<file path="src/sfs_pkg.sv">
package sfs_pkg;

	localparam int FRAME_W    = 12;
	localparam int POS_W      = 28;
	localparam int COORD_W    = 16;
	localparam int COUNT_W    = 13;
	localparam int PERIOD_W   = 32;
	localparam int ELAPSED_W  = 24;
	localparam int MODE_W     = 4;
	localparam int CFG_IDX_W  = 3;
	localparam int CFG_DATA_W = 32;

	localparam int MAX_FRAMES    = 4096;
	localparam int TIME_BITS_DEF = 32;

	// One divider step per bit of the frame number.
	localparam int DIV_STEPS = FRAME_W;
	localparam int DIV_CNT_W = $clog2(DIV_STEPS);

	localparam int MODE_PAUSED    = 0;
	localparam int MODE_REVERSED  = 1;
	localparam int MODE_HOLD      = 2;
	localparam int MODE_MULTI_ROW = 3;

	typedef enum logic [1:0] {
		CMD_TICK      = 2'd0,
		CMD_SET_FRAME = 2'd1,
		CMD_RESTART   = 2'd2
	} command_t;

	typedef enum logic [CFG_IDX_W-1:0] {
		REG_ORIGIN_LEFT    = 3'd0,
		REG_ORIGIN_TOP     = 3'd1,
		REG_CELL_WIDTH     = 3'd2,
		REG_CELL_HEIGHT    = 3'd3,
		REG_FRAMES_PER_ROW = 3'd4,
		REG_TOTAL_FRAMES   = 3'd5,
		REG_FRAME_PERIOD   = 3'd6,
		REG_MODE_BITS      = 3'd7
	} cfg_reg_t;

	typedef struct packed {
		command_t               command;
		logic [ELAPSED_W-1:0]   elapsed_time;
		logic [FRAME_W-1:0]     frame_value;
	} cmd_item_t;

	typedef struct packed {
		logic [FRAME_W-1:0] frame_number;
		logic [POS_W-1:0]   cell_left;
		logic [POS_W-1:0]   cell_top;
		logic               finished;
	} res_item_t;

	typedef struct packed {
		logic load_in;
		logic exec;
		logic div_step;
		logic mul;
		logic add;
		logic load_out;
	} dp_ctl_t;

	typedef struct packed {
		logic need_cell;
	} dp_status_t;

endpackage

</file>
<file path="src/sfs_ctrl.sv">
module sfs_ctrl import sfs_pkg::*; (
	input  logic       clk,
	input  logic       arst_n,
	input  logic       cmd_valid,
	output logic       cmd_ready,
	output logic       res_valid,
	input  logic       res_ready,
	input  dp_status_t status,
	output dp_ctl_t    ctl
);

	typedef enum logic [2:0] {
		ST_IDLE,
		ST_EXEC,
		ST_DIV,
		ST_MUL,
		ST_ADD,
		ST_DONE
	} state_t;

	state_t               state_q;
	logic [DIV_CNT_W-1:0] cnt_q;
	logic                 cmd_ready_q;
	logic                 res_valid_q;
	logic                 out_free;

	assign cmd_ready = cmd_ready_q;
	assign res_valid = res_valid_q;

	// The output register may be refilled in the cycle its transfer completes.
	assign out_free = !res_valid_q || res_ready;

	always_comb begin
		ctl          = '0;
		ctl.load_in  = (state_q == ST_IDLE) && cmd_valid && cmd_ready_q;
		ctl.exec     = (state_q == ST_EXEC);
		ctl.div_step = (state_q == ST_DIV);
		ctl.mul      = (state_q == ST_MUL);
		ctl.add      = (state_q == ST_ADD);
		ctl.load_out = (state_q == ST_DONE) && out_free;
	end

	always_ff @(posedge clk or negedge arst_n) begin
		if (!arst_n) begin
			state_q     <= ST_IDLE;
			cnt_q       <= '0;
			cmd_ready_q <= 1'b1;
			res_valid_q <= 1'b0;
		end else begin
			if (ctl.load_out) begin
				res_valid_q <= 1'b1;
			end else if (res_ready) begin
				res_valid_q <= 1'b0;
			end
			case (state_q)
				ST_IDLE: begin
					if (cmd_valid && cmd_ready_q) begin
						state_q     <= ST_EXEC;
						cmd_ready_q <= 1'b0;
					end
				end
				ST_EXEC: begin
					if (status.need_cell) begin
						state_q <= ST_DIV;
						cnt_q   <= '0;
					end else begin
						state_q <= ST_DONE;
					end
				end
				ST_DIV: begin
					if (cnt_q == DIV_CNT_W'(DIV_STEPS - 1)) begin
						state_q <= ST_MUL;
					end else begin
						cnt_q <= cnt_q + DIV_CNT_W'(1);
					end
				end
				ST_MUL: begin
					state_q <= ST_ADD;
				end
				ST_ADD: begin
					state_q <= ST_DONE;
				end
				ST_DONE: begin
					if (out_free) begin
						cmd_ready_q <= 1'b1;
						state_q     <= ST_IDLE;
					end
				end
				default: begin
					state_q <= ST_IDLE;
				end
			endcase
		end
	end

endmodule

</file>
<file path="src/sfs_datapath.sv">
module sfs_datapath import sfs_pkg::*; #(
	parameter int TIME_BITS = TIME_BITS_DEF
) (
	input  logic                  clk,
	input  logic                  arst_n,
	input  logic                  cfg_valid,
	input  logic [CFG_IDX_W-1:0]  cfg_index,
	input  logic [CFG_DATA_W-1:0] cfg_data,
	input  cmd_item_t             cmd_data,
	input  dp_ctl_t               ctl,
	output dp_status_t            status,
	output res_item_t             res_data
);

	localparam int SUM_W    = ((TIME_BITS > ELAPSED_W) ? TIME_BITS : ELAPSED_W) + 1;
	localparam int CMP_W    = (TIME_BITS > PERIOD_W) ? TIME_BITS : PERIOD_W;
	localparam int MUL_L_W  = COORD_W + COUNT_W;
	localparam int TRIAL_W  = COUNT_W + 1;

	// Configuration registers.
	logic [COORD_W-1:0]  origin_left_q;
	logic [COORD_W-1:0]  origin_top_q;
	logic [COORD_W-1:0]  cell_width_q;
	logic [COORD_W-1:0]  cell_height_q;
	logic [COUNT_W-1:0]  frames_per_row_q;
	logic [COUNT_W-1:0]  total_frames_q;
	logic [PERIOD_W-1:0] frame_period_q;
	logic [MODE_W-1:0]   mode_q;

	// Sequencer state.
	logic [TIME_BITS-1:0] timer_q;
	logic [FRAME_W-1:0]   frame_q;
	logic                 end_q;
	logic [POS_W-1:0]     left_q;
	logic [POS_W-1:0]     top_q;

	// Working registers.
	cmd_item_t          item_q;
	logic [COUNT_W-1:0] rem_q;
	logic [FRAME_W-1:0] quo_q;
	logic [POS_W-1:0]   prod_left_q;
	logic [POS_W-1:0]   prod_top_q;
	res_item_t          res_q;

	logic [COUNT_W-1:0]   per;
	logic [COUNT_W-1:0]   total_eff;
	logic [COUNT_W-1:0]   last;
	logic [SUM_W-1:0]     sum;
	logic [TIME_BITS-1:0] timer_sat;
	logic                 period_reached;
	logic                 paused;
	logic                 reversed;
	logic                 held;
	logic                 step;
	logic [FRAME_W-1:0]   frame_n;
	logic [TIME_BITS-1:0] timer_n;
	logic                 end_n;
	logic                 cell_n;
	logic [TRIAL_W-1:0]   trial;
	logic                 trial_fits;
	logic [TRIAL_W-1:0]   trial_diff;
	logic [FRAME_W-1:0]   row;
	logic [MUL_L_W-1:0]   mul_left;
	logic [POS_W-1:0]     mul_top;

	// A zero count means one; the frame count is clamped to the supported maximum.
	assign per = (frames_per_row_q == '0) ? COUNT_W'(1) : frames_per_row_q;

	always_comb begin
		if (total_frames_q == '0) begin
			total_eff = COUNT_W'(1);
		end else if (32'(total_frames_q) > 32'(MAX_FRAMES)) begin
			total_eff = COUNT_W'(MAX_FRAMES);
		end else begin
			total_eff = total_frames_q;
		end
	end

	assign last = total_eff - COUNT_W'(1);

	assign sum       = SUM_W'(timer_q) + SUM_W'(item_q.elapsed_time);
	assign timer_sat = (|sum[SUM_W-1:TIME_BITS]) ? '1 : sum[TIME_BITS-1:0];

	assign period_reached = CMP_W'(timer_sat) >= CMP_W'(frame_period_q);
	assign paused         = mode_q[MODE_PAUSED];
	assign reversed       = mode_q[MODE_REVERSED];
	assign held           = mode_q[MODE_HOLD] && ({1'b0, frame_q} == last);
	assign step           = period_reached && !paused && !held;

	always_comb begin
		frame_n = frame_q;
		timer_n = timer_q;
		end_n   = end_q;
		cell_n  = 1'b0;
		case (item_q.command)
			CMD_TICK: begin
				timer_n = timer_sat;
				end_n   = 1'b0;
				cell_n  = 1'b1;
				if (step) begin
					if (end_q && reversed) begin
						frame_n = last[FRAME_W-1:0];
						timer_n = '0;
					end else if (reversed && frame_q == '0) begin
						// Ran off the first frame: park with the mark, timer kept.
						end_n  = 1'b1;
						cell_n = 1'b0;
					end else if (!reversed && !end_q && {1'b0, frame_q} >= last) begin
						frame_n = last[FRAME_W-1:0];
						end_n   = 1'b1;
						cell_n  = 1'b0;
					end else if (end_q && !reversed) begin
						frame_n = '0;
						timer_n = '0;
					end else begin
						frame_n = reversed ? frame_q - FRAME_W'(1) : frame_q + FRAME_W'(1);
						timer_n = '0;
					end
				end
			end
			CMD_SET_FRAME: begin
				frame_n = item_q.frame_value;
				timer_n = '0;
				cell_n  = 1'b1;
			end
			CMD_RESTART: begin
				frame_n = '0;
				timer_n = '0;
				end_n   = 1'b0;
			end
			default: begin
			end
		endcase
	end

	assign status.need_cell = cell_n;

	// Restoring divider: one quotient bit per step, dividend shifted out of quo_q.
	assign trial      = {rem_q, quo_q[FRAME_W-1]};
	assign trial_fits = trial >= {1'b0, per};
	assign trial_diff = trial - {1'b0, per};

	assign row      = mode_q[MODE_MULTI_ROW] ? quo_q : '0;
	assign mul_left = MUL_L_W'(cell_width_q) * MUL_L_W'(rem_q);
	assign mul_top  = POS_W'(cell_height_q) * POS_W'(row);

	always_ff @(posedge clk or negedge arst_n) begin
		if (!arst_n) begin
			origin_left_q    <= '0;
			origin_top_q     <= '0;
			cell_width_q     <= '0;
			cell_height_q    <= '0;
			frames_per_row_q <= COUNT_W'(1);
			total_frames_q   <= COUNT_W'(1);
			frame_period_q   <= '0;
			mode_q           <= '0;
			timer_q          <= '0;
			frame_q          <= '0;
			end_q            <= 1'b0;
			left_q           <= '0;
			top_q            <= '0;
		end else begin
			if (cfg_valid) begin
				case (cfg_reg_t'(cfg_index))
					REG_ORIGIN_LEFT:    origin_left_q    <= cfg_data[COORD_W-1:0];
					REG_ORIGIN_TOP:     origin_top_q     <= cfg_data[COORD_W-1:0];
					REG_CELL_WIDTH:     cell_width_q     <= cfg_data[COORD_W-1:0];
					REG_CELL_HEIGHT:    cell_height_q    <= cfg_data[COORD_W-1:0];
					REG_FRAMES_PER_ROW: frames_per_row_q <= cfg_data[COUNT_W-1:0];
					REG_TOTAL_FRAMES:   total_frames_q   <= cfg_data[COUNT_W-1:0];
					REG_FRAME_PERIOD:   frame_period_q   <= cfg_data[PERIOD_W-1:0];
					REG_MODE_BITS:      mode_q           <= cfg_data[MODE_W-1:0];
					default: begin
					end
				endcase
			end
			if (ctl.exec) begin
				timer_q <= timer_n;
				frame_q <= frame_n;
				end_q   <= end_n;
			end
			if (ctl.add) begin
				left_q <= POS_W'(origin_left_q) + prod_left_q;
				top_q  <= POS_W'(origin_top_q) + prod_top_q;
			end
		end
	end

	always_ff @(posedge clk) begin
		if (ctl.load_in) begin
			item_q <= cmd_data;
		end
		if (ctl.exec) begin
			rem_q <= '0;
			quo_q <= frame_n;
		end
		if (ctl.div_step) begin
			if (trial_fits) begin
				rem_q <= trial_diff[COUNT_W-1:0];
				quo_q <= {quo_q[FRAME_W-2:0], 1'b1};
			end else begin
				rem_q <= trial[COUNT_W-1:0];
				quo_q <= {quo_q[FRAME_W-2:0], 1'b0};
			end
		end
		if (ctl.mul) begin
			prod_left_q <= mul_left[POS_W-1:0];
			prod_top_q  <= mul_top;
		end
		if (ctl.load_out) begin
			res_q.frame_number <= frame_q;
			res_q.cell_left    <= left_q;
			res_q.cell_top     <= top_q;
			res_q.finished     <= end_q;
		end
	end

	assign res_data = res_q;

endmodule

</file>
<file path="src/sprite_frame_sequencer_core.sv">
// Channel  Signals                                   Moves
// cfg      cfg_valid cfg_ready cfg_index cfg_data    one register write
// cmd      cmd_valid cmd_ready cmd_data              one command item
// res      res_valid res_ready res_data              one result item
//
// A tick or set frame that moves the cell passes through the 12-step divider that
// splits the frame into column and row, then the multiply and add states; the
// result is loaded into the output register after the add. Restart, a tick that
// finishes, and an unused command skip the divider and go straight to the result.
// Reset is asynchronous and active low; no clearing pass follows it.
// A result waiting in the output register does not stop the next command
// transfer, only the loading of the following result.
module sprite_frame_sequencer_core import sfs_pkg::*; #(
	parameter int TIME_BITS = TIME_BITS_DEF
) (
	input  logic                  clk,
	input  logic                  arst_n,
	input  logic                  cfg_valid,
	output logic                  cfg_ready,
	input  logic [CFG_IDX_W-1:0]  cfg_index,
	input  logic [CFG_DATA_W-1:0] cfg_data,
	input  logic                  cmd_valid,
	output logic                  cmd_ready,
	input  cmd_item_t             cmd_data,
	output logic                  res_valid,
	input  logic                  res_ready,
	output res_item_t             res_data
);

	dp_ctl_t    ctl;
	dp_status_t status;

	assign cfg_ready = 1'b1;

	sfs_ctrl u_ctrl (
		.clk       (clk),
		.arst_n    (arst_n),
		.cmd_valid (cmd_valid),
		.cmd_ready (cmd_ready),
		.res_valid (res_valid),
		.res_ready (res_ready),
		.status    (status),
		.ctl       (ctl)
	);

	sfs_datapath #(
		.TIME_BITS (TIME_BITS)
	) u_datapath (
		.clk       (clk),
		.arst_n    (arst_n),
		.cfg_valid (cfg_valid),
		.cfg_index (cfg_index),
		.cfg_data  (cfg_data),
		.cmd_data  (cmd_data),
		.ctl       (ctl),
		.status    (status),
		.res_data  (res_data)
	);

endmodule

</file>
<file path="config.mk">
export PLATFORM = sky130hd
export DESIGN_NAME = sprite_frame_sequencer_core
export DESIGN_NICKNAME = d
export VERILOG_FILES = /design/src/sfs_pkg.sv /design/src/sfs_ctrl.sv /design/src/sfs_datapath.sv /design/src/sprite_frame_sequencer_core.sv
export SDC_FILE = /design/constraint.sdc
export NUM_CORES = 2
export LEC_CHECK = 0
export BUFFER_PORTS_ARGS = -buffer_cell sky130_fd_sc_hd__buf_4
export CELL_PAD_IN_SITES_DETAIL_PLACEMENT = 0
export CELL_PAD_IN_SITES_GLOBAL_PLACEMENT = 1
export CORE_MARGIN = 4
export CORE_UTILIZATION = 40
export DETAILED_ROUTE_END_ITERATION = 10
export PLACE_DENSITY_LB_ADDON = 0.1
export SYNTH_ARGS = -nofsm -noshare
export SYNTH_HDL_FRONTEND = slang
export SYNTH_SLANG_ARGS = --single-unit
export TNS_END_PERCENT = 1
</file>
<file path="constraint.sdc">
create_clock -name clk -period 9.4 [get_ports clk]
set_input_delay 0.47 -clock clk [delete_from_list [all_inputs] [get_ports clk]]
set_output_delay 0.47 -clock clk [all_outputs]
set_load 0.1 [all_outputs]
</file>
# After elaboration in Yosys (flattened, before gate mapping)
# Index checks and enable logic that the tools add are counted.
# word_totals
reg_bits,424
elab_cells,152
# classes
mul,2
n_reduce_logical,43
mux,46
n_lt_le_gt_ge,4
n_eq_ne,21
add_sub_neg,8
# op_table
operator,n
two-way mux 32 bit,5
two-way mux 12 bit,9
two-way mux 13 bit,6
one-hot mux 32 bit (2 select lines),1
adder 16 x 28 -> 28 bit,2
one-hot mux 12 bit (3 select lines),1
adder 32 x 24 -> 33 bit,1
greater-or-equal comparator 32 bit,1
multiplier 16 x 12 -> 28 bit,1
multiplier 16 x 13 -> 28 bit,1
logical NOT 13 bit,2
AND reduction 2 bit,10
"equality test 3 bit, second input constant",6
one-hot mux 3 bit (6 select lines),1
greater-or-equal comparator 14 x 13 -> 1 bit,1
equality test 12 x 13 -> 1 bit,1
greater-or-equal comparator 12 x 13 -> 1 bit,1
"> comparator 13 bit, second input constant",1
two-way mux 1 bit,13
"subtractor 13 x 1 -> 13 bit, second input constant",1
subtractor 13 bit,1
"adder 12 x 1 -> 12 bit, second input constant",1
"equality test 3 x 2 -> 1 bit, second input constant",4
logical AND 1 bit,12
20 further kinds,41

# Depth between registers and ports, before layout
# depth
depth_word,13
ltp_mapped,25
mapped_depth_nobuf,23

# Hierarchy
# A second synthesis with hierarchy kept.
# unflattened
hier_cells,3253
hier_area_um2,33877.5
# by_module_without_submodules
mod,area_each_um2,n_inst,cells_per_inst
sfs_datapath,33373.3,1,3201
sfs_ctrl,493.0,1,50
sprite_frame_sequencer_core,11.3,1,2

# Least setup slack after synthesis
# No wires, ideal clock.
# synth_path
path_type,reg-to-reg
start,register u_datapath.rem_q[3]
end,"register u_datapath.prod_left_q[26], data pin"
setup_ns,0.258
path_stages_with_launch,23
required_time_ns,9.142
setup_slack_ns,3.416
n_path_buf,2
arrival_time_ns,5.726
synth_period_minus_slack_ns,5.984
cell_sequence,edfxtp_1 clkbuf_1 clkbuf_1 nand2_1 fa_1 inv_1 fa_1 inv_1 fa_1 inv_1 fa_1 fa_1 ha_1 o21a_1 o21a_1 a21oi_2 o211ai_1 a21oi_1 o21ai_1 or4_1 a31o_2 a21oi_1 xnor2_1
# synth_between
elab_chain_cells,1
# synth_lines
item,line,text
from (decl),sfs_datapath.sv:39,logic [COUNT_W-1:0] rem_q;
from (signal assigned),sfs_datapath.sv:199,rem_q <= trial_diff[COUNT_W-1:0];
from (signal assigned),sfs_datapath.sv:202,rem_q <= trial[COUNT_W-1:0];
multiplier 16 x 13 -> 28 bit,sfs_datapath.sv:144,assign mul_left = MUL_L_W'(cell_width_q) * MUL_L_W'(rem_q);
via u_datapath.mul_left[26],sfs_datapath.sv:63,logic [MUL_L_W-1:0] mul_left;
to (signal assigned),sfs_datapath.sv:207,prod_left_q <= mul_left[POS_W-1:0];
to (decl),sfs_datapath.sv:41,logic [POS_W-1:0] prod_left_q;
# The timed path passes the listed nets, and every way through them passes these cells.
# A chain may end at the register's enable or synchronous reset.

# Worst setup path after layout
# layout_path
start,register u_datapath.mode_q[3]
end,"register u_datapath.prod_top_q[27], data pin"
# layout_between
elab_chain_cells,2
# layout_lines
item,line,text
from (decl),sfs_datapath.sv:28,logic [MODE_W-1:0] mode_q;
from (signal assigned),sfs_datapath.sv:172,REG_MODE_BITS: mode_q <= cfg_data[MODE_W-1:0];
two-way mux 12 bit,sfs_datapath.sv:143,assign row = mode_q[MODE_MULTI_ROW] ? quo_q : '0;
multiplier 16 x 12 -> 28 bit,sfs_datapath.sv:145,assign mul_top = POS_W'(cell_height_q) * POS_W'(row);
via u_datapath.mul_top[27],sfs_datapath.sv:64,logic [POS_W-1:0] mul_top;
to (signal assigned),sfs_datapath.sv:208,prod_top_q <= mul_top;
to (decl),sfs_datapath.sv:42,logic [POS_W-1:0] prod_top_q;
# The timed path passes the listed nets, and every way through them passes these cells.

==> flow_summary.toml <==
[run]
cap_violations = 0

[yosys]
async_reset_ff_share_pct = 55.7
syn_inst = 3246
synth_nets = 3888
synth_seq_area_share_pct = 34.6
synthFlopType = "dfrtp_1"
synth_area_per_cell_um2 = 10.3
syn-cell-area_um2 = 33400
synth_edf_count = 188
synth_warnings = 0
synth-seq-cells = 424
synthDistinctLibCells = 87

[placed_design]
placedCellCount = 4348
port-buffer-count = 148
dp_hpwl_mm = 65.5
gp_congestion = 0.866

[detailed_routing]
drtIter0Drc = 1306
wirelength_mm = 88.2
routedWlPerCell_um = 19.7
firstDrtPassIters = 5
antenna_left = 0
drc = 0
viasPerCell = 5.30
vias = 23800

[floorplan]
core_um2 = 82500
design.die.area_um2 = 88300
rows = 105
die_height_um = 297
ioPinCount = 150
initial_core_util_pct = 40.5
die_x_um = 297

[critical_path]
cp.arrival_ns = 7.20
cp_max_fo = 85
cp_slowest_cell = "and2_1"
cp.buffers_inverters = 4
crit_path_max_incr_delay_ns = 0.60
path_class = "reg -> reg"
cp-end-kind = "register"
cp-start-kind = "register"
crit_family = "adder cells"
path_common_cell = "fa_1"
path_cells = "buf_4 -> and2_1 -> nand2_1 -> fa_1 -> inv_1 -> fa_1 -> inv_1 -> fa_1 -> inv_1 -> fa_1 -> fa_1 -> ha_1 -> a211o_1 -> a211o_1 -> a41oi_1 -> o21ai_0 -> and3_1 -> nor2_1 -> a21oi_1 -> a21o_1 -> a21oi_1 -> xnor2_1"
crit_required_ns = 9.75

[clock_network]
root_buffer = "clkbuf_16"
clkTransAtPathRegs_ns = 0.06
ctsHtreeMaxLevel = 2
ctsResizeCount = 0
tritoncts = "built"
clock-sinks = 424
clk_latency_ns = 0.62
cts_buffers = 52
clockBufferDepth = 3

[grt]
grt_pass1_wl_mm = 144
antenna_found_initial = 7
grt_pass1_vias = 25800
grt_max_degree = 109
gr-total-overflow = 0
grt_util_all_layers_pct = 20.5

[worst_hold_path]
hold_path_class = "in -> reg"

[timing]
fmax_mhz = 146
setup_viol = 0
hold_violations = 0
report.final.slew_viol_count = 0
period_minus_slack_ns = 6.85
tns_ns = 0
finalCritPeriodShare_pct = 72.9
rsz0062_at_grt = "no"
clock_skew_ns = 0.0359
tightestPinTransition_ns = 1.04
relSlewSlack_pct = 30.2

[layout]
drive_gt1_share_pct = 12.3
nets = 4011
antenna_cells = 0
final_cells = 4482
area.growth.synth_to_final_pct = 12.7

[outcome]
status = "completed"
Yosys cell counts, drive strengths merged, types with 15 or more instances:
cell    number  area [um^2]
ha         266         3330
a21o        46          345
and3        93          582
and2        90          563
nand2b      27          169
a21oi      128          663
nor2       128          480
fa         298         5970
xor2        58          508
nand2      429         1640
o21a        31          233
o211ai      26          195
nor3        39          195
dfrtp      233         5830
nor2b       18          113
mux2       115         1290
o21ai      137          689
inv        390         1460
xnor2       81          709
a22o        33          289
clkbuf     121          454
buf         15         92.6
nand3       46          230
edfxtp     188         5650
state kept, by name, indices dropped and copies added, names as in the netlist, 3 cells and up:
name                         flops
u_datapath.res_data             69
u_datapath.item_q               38
u_datapath.frame_period_q       32
u_datapath.timer_q              32
u_datapath.left_q               28
u_datapath.prod_left_q          28
u_datapath.prod_top_q           28
u_datapath.top_q                28
u_datapath.cell_height_q        16
u_datapath.cell_width_q         16
u_datapath.origin_left_q        16
u_datapath.origin_top_q         16
u_datapath.frames_per_row_q     13
u_datapath.rem_q                13
u_datapath.total_frames_q       13
u_datapath.frame_q              12
u_datapath.quo_q                12
u_ctrl.cnt_q                     4
u_datapath.mode_q                4
u_ctrl.state_q                   3
metrics by stage:
step	hold WS, ns	util (%)	worst slack [ns]	area (um^2)
3_3_place_gp	0.430	43.1	2.69	35600
2_1_floorplan	0.174	-	3.42	33400
3_5_place_dp	0.435	43.1	2.59	35600
4_1_cts	0.000230	45.7	2.58	37700
6_report	0.0432	45.7	2.55	37700
5_1_grt	0.0162	45.7	2.13	37700
logic make-up (layout without fill, tap and decap cells):
| logic type | count (synthesis) | in the layout | synth area share (%) |
|---|---|---|---|
| other cells | 1 | 1 | 0.0112 |
| flops | 424 | 424 | 34.6 |
| xor+xnor | 139 | 139 | 3.64 |
| buf+inv | 527 | 693 | 6.02 |
| fa+ha+maj | 564 | 564 | 27.8 |
| simple gates | 937 | 937 | 13.3 |
| mux | 121 | 121 | 4.06 |
| compound gates | 533 | 533 | 10.6 |
timing repair:
item | 4_1_cts | 5_1_grt
buffers inserted | 0 | 0
hold buffers | 37 | 0
hold endpoints to repair | 133 | 0
path summary, 6_finish.rpt:
path / slack [ns] / cells after the start / start / end
worst max register to register: 2.55 / 22 / u_datapath.mode_q[3] / u_datapath.prod_top_q[27]
min in group asynchronous: 0.44 / 2 / arst_n / u_datapath.left_q[25]
worst min-delay path: 0.04 / 1 / cmd_data[7] / u_datapath.item_q[7]
worst min register to register: 0.44 / 0 / u_datapath.left_q[10] / u_datapath.res_data[39]
worst max-delay path: 2.55 / 22 / u_datapath.mode_q[3] / u_datapath.prod_top_q[27]
max in group asynchronous: 7.28 / 3 / arst_n / u_datapath.timer_q[31]
layer usage:
metal | global-route usage [%] | part of all wire (%)
met5 | 0 | 0
met4 | 7.96 | 4.2
met3 | 2.31 | 3.8
met2 | 35.7 | 49
met1 | 26.2 | 43
cells in the final DEF, fill, tap and decap left out, types with 31 or more instances in the layout:
| cell | Yosys | final |
|---|---|---|
| xor2_1 | 58 | 58 |
| buf_4 | 1 | 167 |
| mux2_2 | 115 | 115 |
| dfrtp_1 | 233 | 233 |
| dlygate4sd3_1 | 0 | 37 |
| inv_1 | 389 | 389 |
| o21ai_1 | 32 | 32 |
| clkbuf_16 | 0 | 55 |
| edfxtp_1 | 188 | 188 |
| a21oi_1 | 124 | 124 |
| ha_1 | 266 | 266 |
| a21o_1 | 46 | 46 |
| nand3_1 | 46 | 45 |
| o21ai_0 | 104 | 104 |
| and2_1 | 87 | 87 |
| fa_1 | 298 | 298 |
| nor2_1 | 128 | 126 |
| nand2_1 | 419 | 419 |
| and3_1 | 93 | 93 |
| o21a_1 | 31 | 31 |
| xnor2_1 | 81 | 81 |
| nor3_1 | 39 | 35 |
| a22o_1 | 33 | 33 |
layout make-up:
class                   count  area, um^2
fillers                  7830       44800
repair buffers            205        1640
well taps                1070        1340
flip-flops and latches    424       11600
multi-input cells        2295       20000
clock buffers              68        1460
inverters                 391        1470
clock inverters            29         289
worst register-to-register path: stages (launching register included):
cell and delay, ns:
dfrtp_1 0.33, buf_4 0.52, and2_1 0.61, nand2_1 0.15, fa_1 0.51, inv_1 0.05
fa_1 0.51, inv_1 0.06, fa_1 0.53, inv_1 0.05, fa_1 0.49, fa_1 0.41
ha_1 0.34, a211o_1 0.31, a211o_1 0.25, a41oi_1 0.42, o21ai_0 0.21, and3_1 0.20
nor2_1 0.10, a21oi_1 0.10, a21o_1 0.19, a21oi_1 0.18, xnor2_1 0.08
Power is left out: the tool's default activity adds up to more than one toggle a clock period on the data nets, which glitch-free logic cannot reach.
